<file path="src/hdl/lfr_pkg.sv">
// Shared constants, types and frame layout for the serial frame receiver.
// No dependencies; compiled first.
`default_nettype none

package lfr_pkg;

  localparam int FRAME_CAPACITY = 11;
  localparam int CHECKED_BYTES  = 7;

  // Write index runs 0..FRAME_CAPACITY inclusive
  localparam int IDX_W  = $clog2(FRAME_CAPACITY + 1);
  localparam int ADDR_W = $clog2(FRAME_CAPACITY);
  localparam int CHK_W  = $clog2(CHECKED_BYTES);
  // Wide enough for index+1 against a byte
  localparam int CMP_W  = 9;

  localparam logic [7:0]  END_MARK       = 8'hFF;
  localparam logic [7:0]  CRC_POLY       = 8'h8C;
  localparam logic [15:0] CHECKSUM_RESET = 16'd2019;

  // Frame byte positions
  localparam int POS_LEN     = 0;
  localparam int POS_RING    = 1;
  localparam int POS_MASK_HI = 2;
  localparam int POS_MASK_LO = 3;
  localparam int POS_RED     = 4;
  localparam int POS_GREEN   = 5;
  localparam int POS_BLUE    = 6;
  localparam int POS_SUM_HI  = 7;
  localparam int POS_SUM_LO  = 8;
  localparam int POS_CRC     = 9;

  typedef logic [7:0] byte_t;
  typedef logic [FRAME_CAPACITY-1:0][7:0] frame_t;

  typedef struct packed {
    logic done;
    logic sum_ok;
    logic crc_ok;
  } chk_res_t;

endpackage

`default_nettype wire

</file>
<file path="src/hdl/lfr_if.sv">
// Valid/ready channel interfaces: received bytes in, decoded ring commands out.
// Depends on lfr_pkg.
`default_nettype none

interface lfr_rx_if;
  import lfr_pkg::*;
  logic  valid;
  logic  ready;
  byte_t rx_byte;

  modport source (output valid, output rx_byte, input ready);
  modport sink   (input valid, input rx_byte, output ready);
endinterface

interface lfr_res_if;
  import lfr_pkg::*;
  logic        valid;
  logic        ready;
  byte_t       ring_number;
  logic [15:0] ring_mask;
  byte_t       red_level;
  byte_t       green_level;
  byte_t       blue_level;
  logic        crc_match;

  modport source (output valid, output ring_number, output ring_mask, output red_level,
                  output green_level, output blue_level, output crc_match, input ready);
  modport sink   (input valid, input ring_number, input ring_mask, input red_level,
                  input green_level, input blue_level, input crc_match, output ready);
endinterface

`default_nettype wire

</file>
<file path="src/hdl/lfr_frame_store.sv">
// Frame store with saturating write index and end-of-frame detection.
// Depends on lfr_pkg.
`default_nettype none

module lfr_frame_store (
  input  logic          clk,
  input  logic          rst,
  input  logic          wr_en,
  input  lfr_pkg::byte_t wr_byte,
  output logic          frame_end,
  output lfr_pkg::frame_t frame
);
  import lfr_pkg::*;

  logic [IDX_W-1:0] wr_index;
  logic [IDX_W-1:0] wr_index_next;
  logic             slot_free;
  byte_t            len_byte;

  assign slot_free = wr_index < IDX_W'(FRAME_CAPACITY);
  // Length byte as it stands after this word is written
  assign len_byte  = (wr_index == '0) ? wr_byte : frame[POS_LEN];
  assign frame_end = (wr_byte == END_MARK) &&
                     ((CMP_W'(wr_index) + CMP_W'(1)) >= CMP_W'(len_byte));

  always_comb begin
    if (frame_end) begin
      wr_index_next = '0;
    end else if (slot_free) begin
      wr_index_next = wr_index + IDX_W'(1);
    end else begin
      wr_index_next = wr_index;
    end
  end

  always_ff @(posedge clk) begin
    if (rst) begin
      frame    <= '0;
      wr_index <= '0;
    end else if (wr_en) begin
      // drop words once the store is full
      if (slot_free) begin
        frame[wr_index[ADDR_W-1:0]] <= wr_byte;
      end
      wr_index <= wr_index_next;
    end
  end

endmodule

`default_nettype wire

</file>
<file path="src/hdl/lfr_check_unit.sv">
// Bit-serial check unit: walks the checked bytes for the XOR sum and CRC-8,
// then compares both against the received values. Depends on lfr_pkg.
`default_nettype none

module lfr_check_unit (
  input  logic              clk,
  input  logic              rst,
  input  logic              start,
  input  logic [15:0]       checksum_base,
  input  logic [15:0]       recv_sum,
  input  lfr_pkg::byte_t    crc_ref,
  output logic [lfr_pkg::CHK_W-1:0] rd_addr,
  input  lfr_pkg::byte_t    rd_data,
  output lfr_pkg::chk_res_t res
);
  import lfr_pkg::*;

  typedef enum logic [1:0] {U_IDLE, U_LOAD, U_SHIFT, U_DONE} ustate_t;

  ustate_t          state;
  logic [CHK_W-1:0] byte_cnt;
  logic [2:0]       bit_cnt;
  byte_t            crc;
  byte_t            acc;
  byte_t            shreg;
  byte_t            crc_next;
  logic             fb;
  logic [15:0]      calc_sum;

  // one reflected CRC step per cycle in the shift state
  assign fb       = crc[0] ^ shreg[0];
  assign crc_next = {1'b0, crc[7:1]} ^ (fb ? CRC_POLY : 8'h00);

  assign rd_addr    = byte_cnt;
  assign calc_sum   = checksum_base - {8'h00, acc};
  assign res.done   = (state == U_DONE);
  assign res.sum_ok = (calc_sum == recv_sum);
  assign res.crc_ok = (crc == crc_ref);

  always_ff @(posedge clk) begin
    if (rst) begin
      state <= U_IDLE;
    end else begin
      unique case (state)
        U_IDLE: begin
          if (start) begin
            byte_cnt <= '0;
            crc      <= '0;
            acc      <= '0;
            state    <= U_LOAD;
          end
        end
        U_LOAD: begin
          shreg   <= rd_data;
          acc     <= acc ^ rd_data;
          bit_cnt <= '0;
          state   <= U_SHIFT;
        end
        U_SHIFT: begin
          crc     <= crc_next;
          shreg   <= {1'b0, shreg[7:1]};
          bit_cnt <= bit_cnt + 3'd1;
          if (bit_cnt == 3'd7) begin
            if (byte_cnt == CHK_W'(CHECKED_BYTES - 1)) begin
              state <= U_DONE;
            end else begin
              byte_cnt <= byte_cnt + CHK_W'(1);
              state    <= U_LOAD;
            end
          end
        end
        U_DONE: begin
          state <= U_IDLE;
        end
        default: begin
          state <= U_IDLE;
        end
      endcase
    end
  end

endmodule

`default_nettype wire

</file>
<file path="src/hdl/led_frame_receiver_unit.sv">
// Channel  Dir  Payload                                                  Accepted when
// rx       in   rx_byte                                                  rx.valid & rx.ready
// res      out  ring_number ring_mask red/green/blue_level crc_match     res.valid & res.ready
// cfg      in   cfg_wr_data (checksum base)                              cfg_wr_en
//
// A word that does not end a frame leaves rx.ready high.
// A frame-ending word holds rx.ready low while the check unit loads each of
// the seven checked bytes, shifts it bit by bit through the CRC and then
// compares both checks. A frame with a matching checksum loads the output
// register, which holds while res.ready is low; a later matching frame that
// finds it still occupied keeps rx.ready low after its check until it drains.
// Synchronous reset clears the store and index and loads the checksum base with CHECKSUM_RESET.
// Depends on lfr_pkg, lfr_if, lfr_frame_store and lfr_check_unit.
`default_nettype none

module led_frame_receiver_unit (
  input  logic        clk,
  input  logic        rst,
  input  logic        cfg_wr_en,
  input  logic [15:0] cfg_wr_data,
  lfr_rx_if.sink      rx,
  lfr_res_if.source   res
);
  import lfr_pkg::*;

  typedef enum logic [1:0] {ST_RECV, ST_CHECK, ST_HOLD} state_t;

  state_t           state;
  logic [15:0]      checksum_base;
  logic             crc_hold;
  logic             rx_accept;
  logic             frame_end;
  frame_t           frame;
  chk_res_t         chk;
  logic [CHK_W-1:0] rd_addr;
  byte_t            rd_data;
  logic             out_free;
  logic             load_now;
  logic             load_crc;

  assign rx.ready  = (state == ST_RECV);
  assign rx_accept = rx.valid && rx.ready;
  assign rd_data   = frame[ADDR_W'(rd_addr)];
  assign out_free  = !res.valid || res.ready;
  assign load_now  = ((state == ST_CHECK) && chk.done && chk.sum_ok && out_free) ||
                     ((state == ST_HOLD) && out_free);
  assign load_crc  = (state == ST_HOLD) ? crc_hold : chk.crc_ok;

  lfr_frame_store u_store (
    .clk       (clk),
    .rst       (rst),
    .wr_en     (rx_accept),
    .wr_byte   (rx.rx_byte),
    .frame_end (frame_end),
    .frame     (frame)
  );

  lfr_check_unit u_check (
    .clk           (clk),
    .rst           (rst),
    .start         (rx_accept && frame_end),
    .checksum_base (checksum_base),
    .recv_sum      ({frame[POS_SUM_HI], frame[POS_SUM_LO]}),
    .crc_ref       (frame[POS_CRC]),
    .rd_addr       (rd_addr),
    .rd_data       (rd_data),
    .res           (chk)
  );

  always_ff @(posedge clk) begin
    if (rst) begin
      state         <= ST_RECV;
      res.valid     <= 1'b0;
      checksum_base <= CHECKSUM_RESET;
    end else begin
      if (cfg_wr_en) begin
        checksum_base <= cfg_wr_data;
      end

      if (load_now) begin
        res.valid       <= 1'b1;
        res.ring_number <= frame[POS_RING];
        res.ring_mask   <= {frame[POS_MASK_HI], frame[POS_MASK_LO]};
        res.red_level   <= frame[POS_RED];
        res.green_level <= frame[POS_GREEN];
        res.blue_level  <= frame[POS_BLUE];
        res.crc_match   <= load_crc;
      end else if (res.ready) begin
        res.valid <= 1'b0;
      end

      unique case (state)
        ST_RECV: begin
          if (rx_accept && frame_end) begin
            state <= ST_CHECK;
          end
        end
        ST_CHECK: begin
          if (chk.done) begin
            if (!chk.sum_ok || out_free) begin
              state <= ST_RECV;
            end else begin
              // output still occupied: hold the CRC flag until it drains
              crc_hold <= chk.crc_ok;
              state    <= ST_HOLD;
            end
          end
        end
        ST_HOLD: begin
          if (out_free) begin
            state <= ST_RECV;
          end
        end
        default: begin
          state <= ST_RECV;
        end
      endcase
    end
  end

endmodule

`default_nettype wire

</file>
<file path="src/flat_wrapper.sv">
// flat-port wrapper written by rule: the top's interface ports become plain ports
module led_frame_receiver_unit_flat import lfr_pkg::*;
  (clk, rst, cfg_wr_en, cfg_wr_data, rx_valid, rx_rx_byte, rx_ready, res_valid, res_ring_number, res_ring_mask, res_red_level, res_green_level, res_blue_level, res_crc_match, res_ready);
  lfr_rx_if rx_i ();
  lfr_res_if res_i ();
  input  logic clk;
  input  logic rst;
  input  logic cfg_wr_en;
  input  logic [15:0] cfg_wr_data;
  input wire logic [$bits(rx_i.valid)-1:0] rx_valid;
  input wire logic [$bits(rx_i.rx_byte)-1:0] rx_rx_byte;
  output wire logic [$bits(rx_i.ready)-1:0] rx_ready;
  output wire logic [$bits(res_i.valid)-1:0] res_valid;
  output wire logic [$bits(res_i.ring_number)-1:0] res_ring_number;
  output wire logic [$bits(res_i.ring_mask)-1:0] res_ring_mask;
  output wire logic [$bits(res_i.red_level)-1:0] res_red_level;
  output wire logic [$bits(res_i.green_level)-1:0] res_green_level;
  output wire logic [$bits(res_i.blue_level)-1:0] res_blue_level;
  output wire logic [$bits(res_i.crc_match)-1:0] res_crc_match;
  input wire logic [$bits(res_i.ready)-1:0] res_ready;
  assign rx_i.valid = rx_valid;
  assign rx_i.rx_byte = rx_rx_byte;
  assign rx_ready = rx_i.ready;
  assign res_valid = res_i.valid;
  assign res_ring_number = res_i.ring_number;
  assign res_ring_mask = res_i.ring_mask;
  assign res_red_level = res_i.red_level;
  assign res_green_level = res_i.green_level;
  assign res_blue_level = res_i.blue_level;
  assign res_crc_match = res_i.crc_match;
  assign res_i.ready = res_ready;
  led_frame_receiver_unit u_core (.clk(clk), .rst(rst), .cfg_wr_en(cfg_wr_en), .cfg_wr_data(cfg_wr_data), .rx(rx_i), .res(res_i));
endmodule
</file>
<file path="config.mk">
export PLATFORM = sky130hd
export DESIGN_NAME = led_frame_receiver_unit_flat
export DESIGN_NICKNAME = d
export VERILOG_FILES = /design/src/hdl/lfr_pkg.sv /design/src/hdl/lfr_if.sv /design/src/hdl/lfr_frame_store.sv /design/src/hdl/lfr_check_unit.sv /design/src/hdl/led_frame_receiver_unit.sv /design/src/flat_wrapper.sv
export SDC_FILE = /design/constraint.sdc
export NUM_CORES = 1
export LEC_CHECK = 0
export BUFFER_PORTS_ARGS = -buffer_cell sky130_fd_sc_hd__buf_2
export CAP_MARGIN = 25
export CORE_AREA = 4 4 177 179
export DETAILED_ROUTE_END_ITERATION = 10
export DIE_AREA = 0 0 181 183
export GPL_TIMING_DRIVEN = 0
export PLACE_DENSITY = 0.47
export SYNTH_ARGS = -nofsm -noshare
export SYNTH_HDL_FRONTEND = slang
export SYNTH_HIERARCHICAL = 1
export SYNTH_SLANG_ARGS = --single-unit
</file>
<file path="constraint.sdc">
create_clock -name clk -period 20.4 [get_ports clk]
set_clock_uncertainty 0.15 [all_clocks]
set_input_delay 4.08 -clock clk [delete_from_list [all_inputs] [get_ports clk]]
set_output_delay 4.08 -clock clk [all_outputs]
set_load 0.01 [all_outputs]
</file>
# Yosys cells after proc, flatten, opt, wreduce, memory -nomap -nowiden
# Cells that the tools add are included.
# classes
bitwise_logic,5
n_eq_ne,16
n_reduce_logical,31
n_mux,29
add_sub_neg,5
magnitude_cmp,5
# op_table
op,count
bitwise mux 88 bit,1
one-hot mux 8 bit (2 select lines),3
2-to-1 mux 8 bit,5
demux 8 bit (select 4 bit),1
binary-select mux 8 bit (select 3 bit),1
== test 16 bit,1
subtractor 16 x 8 -> 16 bit,1
2-to-1 mux 2 bit,6
one-hot mux 3 bit (2 select lines),2
AND reduction 2 bit,5
nonzero test 2 bit,5
2-to-1 mux 3 bit,3
AND reduction 3 bit,3
== test 8 bit,1
"== test 8 bit, second input constant",1
greater-or-equal comparator 5 x 8 -> 1 bit,1
logical AND 1 bit,8
2-to-1 mux 4 bit,2
"!= test 2 bit, second input constant",4
one-hot mux 2 bit (4 select lines),1
XOR 7 x 8 -> 8 bit,1
XOR 8 bit,1
"adder 3 x 1 -> 3 bit, second input constant",2
"== test 2 bit, second input constant",3
19 further kinds,29
# word_totals
output_inout_bits,51
word_cells,119
regBits,193
in_bits,29

# Depth between registers and ports, before layout
# depth
word_depth,7
ltp_mapped,14
mapped_depth_nobuf,14

# By module
# Netlist, hierarchy kept.
# modules_own_cells
mod,n_inst,seq_area_each_um2,cells_per_inst,area_each_um2
lfr_frame_store,1,1841.8,467,3684.8
led_frame_receiver_unit,1,1881.8,150,2786.4
lfr_check_unit,1,940.9,227,2349.8

# Least setup slack after synthesis
# No wires, ideal clock.
# synth_path
path_kind,input to register
from,input port rst
to,register u_core.res.blue_level[0] (enable)
cell_stages,2
setup_slack_ns,11.783
setup_time_ns,0.535
required_ns,19.715
n_path_buf,1
t_arrival_ns,7.932
path_cell_list,clkbuf_1 -> a221oi_1
# synth_between
elab_chain_len,2
# synth_lines
item,line_no,rtl
"start, declared",flat_wrapper.sv:7,input logic rst;
inverter 1 bit (no source line),n/a,
AND reduction 2 bit (no source line),n/a,
"end signal, assigned",led_frame_receiver_unit.sv:86,res.blue_level <= frame[POS_BLUE];
"end, declared",lfr_if.sv:27,"output green_level, output blue_level, output crc_match, input ready);"
# No other way between the ends.
# A chain may end at the register's enable or synchronous reset.

# Worst setup path in the final report
# layout_path
from,input port rx_rx_byte[4]
to,register u_core.u_check.acc[7] (enable)
# layout_between
elab_chain_len,6
# layout_lines
item,line_no,rtl
"start, declared",flat_wrapper.sv:11,input wire logic [$bits(rx_i.rx_byte)-1:0] rx_rx_byte;
2-to-1 mux 8 bit,lfr_frame_store.sv:22,assign len_byte = (wr_index == '0) ? wr_byte : frame[POS_LEN];
greater-or-equal comparator 5 x 8 -> 1 bit,lfr_frame_store.sv:24,((CMP_W'(wr_index) + CMP_W'(1)) >= CMP_W'(len_byte));
logical AND 1 bit *,lfr_frame_store.sv:23,assign frame_end = (wr_byte == END_MARK) &&
named net u_core.frame_end,led_frame_receiver_unit.sv:32,logic frame_end;
logical AND 1 bit *,led_frame_receiver_unit.sv:61,".start (rx_accept && frame_end),"
!= test 2 bit (no source line) *,n/a,
AND reduction 3 bit (no source line) *,n/a,
"end signal, assigned",lfr_check_unit.sv:55,acc <= acc ^ rd_data;
"end, declared",lfr_check_unit.sv:24,byte_t acc;
# Mark *: on every way through the listed nets, which the timed path passes. The rest lies on a longest branch.

==> results.md <==
* Reg2reg start: u_core/u_check/acc[7]$_SDFFCE_PP0P_
* Number of setup buffers added after CTS at 0
* Vias in the first global route at between 5000 and 6000
* HP Class: reg2reg
* Max Freq at about 0.15 GHz
* Hold_buf cts at 0
* Io pins at 80
* Total of warnings raised by yosys at 6
* Layout cells sized above 1 at 0.180
* Cell count after synthesis at roughly 810
* CP Data Required Time at roughly 20 ns
* Synth Cell Area at between 8000 and 9000 µm²
* Unrepaired setup endpoints after global routing: false
* Layout area overhead at 18.4%
* Setup CP Type: in2reg
* VDD IR max at 0.0559 mV
* Lkg Pwr at 3.80 nW
* First-pass GRT wire length at ~36 mm
* DP Wirelength at 16.8 mm
* Cell Pwr Density at just under 80 nW/µm²
* DR vias/cell at roughly 4.7
* Fin. Hold Viols at 0
* DRT Wirelength at between 20 and 25 mm
* Routability cong. at 0.812
* Antenna-violating nets left at 0
* Critical path startpoint category: input pin
* Initial core utilization at 0.289
* Final Cycle Share at 0.333
* Clock Sink Count at between 150 and 200
* Vias at ~6200
* Worst skew pair latency at 0.44 ns
* Final Max Tran Viols at 0
* Die H at 183 µm
* PortBufs at 79
* Final Critical Period at 6.79 ns
* Worst slew pin tran at approximately 0.9 ns
* GRT Overall Usage at 0.139
* Final-report setup violation count at 0
* Data arrival, critical path at 6.70 ns
* CTS root buf: clkbuf_16
* Avg Cell Area, Syn at 10.5 µm²
* Clock tree buffer depth at 2
* Worst Setup End Kind: flip-flop
* Final TNS setup at 0 ns
* Row cnt at 63
* Area of the core at between 20000 and 30000 µm²
* Rel. slew slack at 0.407
* Max Cap Viol at 0
* Num CTS Buffers at 17
* RR Endpoint: u_core/res.blue_level[2]$_DFFE_PP_
* CTS tree: yes
* Clock Power Share at 0.431
* # diodes at 0
* Sw Share at 0.266
* Synthesized Nets at 866
* Worst setup path startpoint: rx_rx_byte[4]
* Outcome: finished, final reports clean
* Die area at about 33000 µm²
* Wire per inst at approximately 18 µm
* R2R setup slack at 15.79 ns
* Combinational Power Share at 0.069
* Post_cts resized at 0
* Htree depth at 4
* DRC at 0
* Sequential power share at 0.500
* Hold slack at between 0.3 and 0.4 ns
* Final nets at a little under 1000
* Die width at 181 µm
* Initial antenna violation count at 1
* Crit path capture: u_core/u_check/acc[7]$_SDFFCE_PP0P_
* Internal power at between 500 and 600 µW
* Total global routing overflow at 0
* Net Switching at ~210 µW
* Crit-path max FO at 10
* Largest net degree at the start of global routing at 22
* First-pass iteration count of the detailed router at 5
* Reg2reg path depth at 13
* DR iter-0 viols at roughly 420
* Clock-pin slew on the worst setup and hold paths at roughly 0.08 ns
## placed cells by master (no fill, tap or decap), types with 4 or more instances in the layout
master / instances
and2_1: 23
xor2_1: 22
inv_1: 19
mux2_2: 17
mux2i_1: 15
nand2b_1: 10
clkbuf_1: 17
buf_2: 99
nor2b_1: 14
mux4_1: 15
a21o_1: 4
dfxtp_1: 105
nand2_1: 166
nand3_1: 22
clkinv_8: 7
a211o_1: 11
clkbuf_16: 17
xnor2_1: 20
buf_6: 5
a21oi_1: 94
nand4_1: 4
o21ai_0: 8
nor2_1: 30
ha_1: 25
and3_1: 5
edfxtp_1: 80
nor3_1: 10
## final cells by class
class	count	area (µm²)
fillers	3021	19400
flip-flops and latches	185	4500
multi-input cells	561	3740
well taps	390	488
repair buffers	83	448
clock buffers	17	425
plain buffers	46	251
clock inverters	15	195
inverters	19	71.3
## worst max-delay path: stages
cell     delay (ns)
buf_2          0.12
buf_2          0.29
mux2i_1        0.14
ha_1           0.29
nor2_1         0.04
nor4_1         0.22
nand3_1        0.24
nor2_1         0.27
and3_1         0.22
nand2_1        0.08
a21oi_1        0.69
## per-stage QoR
stage	total power, mW	instances	instance area (µm²)	utilization	setup WS (ns)
3_5_place_dp	0.456	1283	9490	0.321	13.11
3_3_place_gp	0.456	1280	9430	0.319	9.20
4_1_cts	0.796	1315	10100	0.342	13.57
6_report	0.786	1316	10100	0.342	13.61
2_1_floorplan	0.436	811	8550	-	11.78
5_1_grt	0.818	1316	10100	0.342	13.38
## routing by layer
layer  vias to the layer above  global-route usage  share of wire
li1                       3072                   -              -
met1                      3009               0.198           0.48
met2                       134               0.219           0.46
met3                        21              0.0301          0.041
met4                         2              0.0315          0.013
met5                         -                   0        0.00030
## power groups by stage
stage | clock (mW) | sequential, mW | combinational [mW]
after CTS | 0.349 | 0.393 | 0.0549
after detailed placement | 0 | 0.402 | 0.0546
after global placement | 0 | 0.402 | 0.0544
after floorplan | 0 | 0.399 | 0.0369
final | 0.339 | 0.393 | 0.0545
after global routing | 0.363 | 0.394 | 0.0609
## registers in the layout, summed over array words and instances, names as in the netlist, 4 cells and up
name                     cells
u_core/u_store/frame        80
u_core/checksum_base        16
u_core/res.ring_mask        16
u_core/res.blue_level        8
u_core/res.green_level       8
u_core/res.red_level         8
u_core/res.ring_number       8
u_core/u_check/acc           8
u_core/u_check/crc           8
u_core/u_check/shreg         8
u_core/u_store/wr_index      4
## worst min-delay path by stage
stage / depth (start not counted) / to / slack (ns) / startpoint
global placement: 0 / u_core/res.red_level[5]$_DFFE_PP_ / 0.29 / u_core/u_store/frame[37]$_SDFFE_PP0P_
detailed placement: 0 / u_core/res.ring_mask[12]$_DFFE_PP_ / 0.29 / u_core/u_store/frame[20]$_SDFFE_PP0P_
global route: 0 / u_core/res.ring_mask[12]$_DFFE_PP_ / 0.32 / u_core/u_store/frame[20]$_SDFFE_PP0P_
finish: 0 / u_core/res.blue_level[1]$_DFFE_PP_ / 0.31 / u_core/u_store/frame[49]$_SDFFE_PP0P_
floorplan: 0 / u_core/res.ring_mask[1]$_DFFE_PP_ / 0.27 / u_core/u_store/frame[25]$_SDFFE_PP0P_
CTS: 0 / u_core/res.ring_mask[12]$_DFFE_PP_ / 0.31 / u_core/u_store/frame[20]$_SDFFE_PP0P_
No activity file was read; power rests on OpenSTA's default activity.
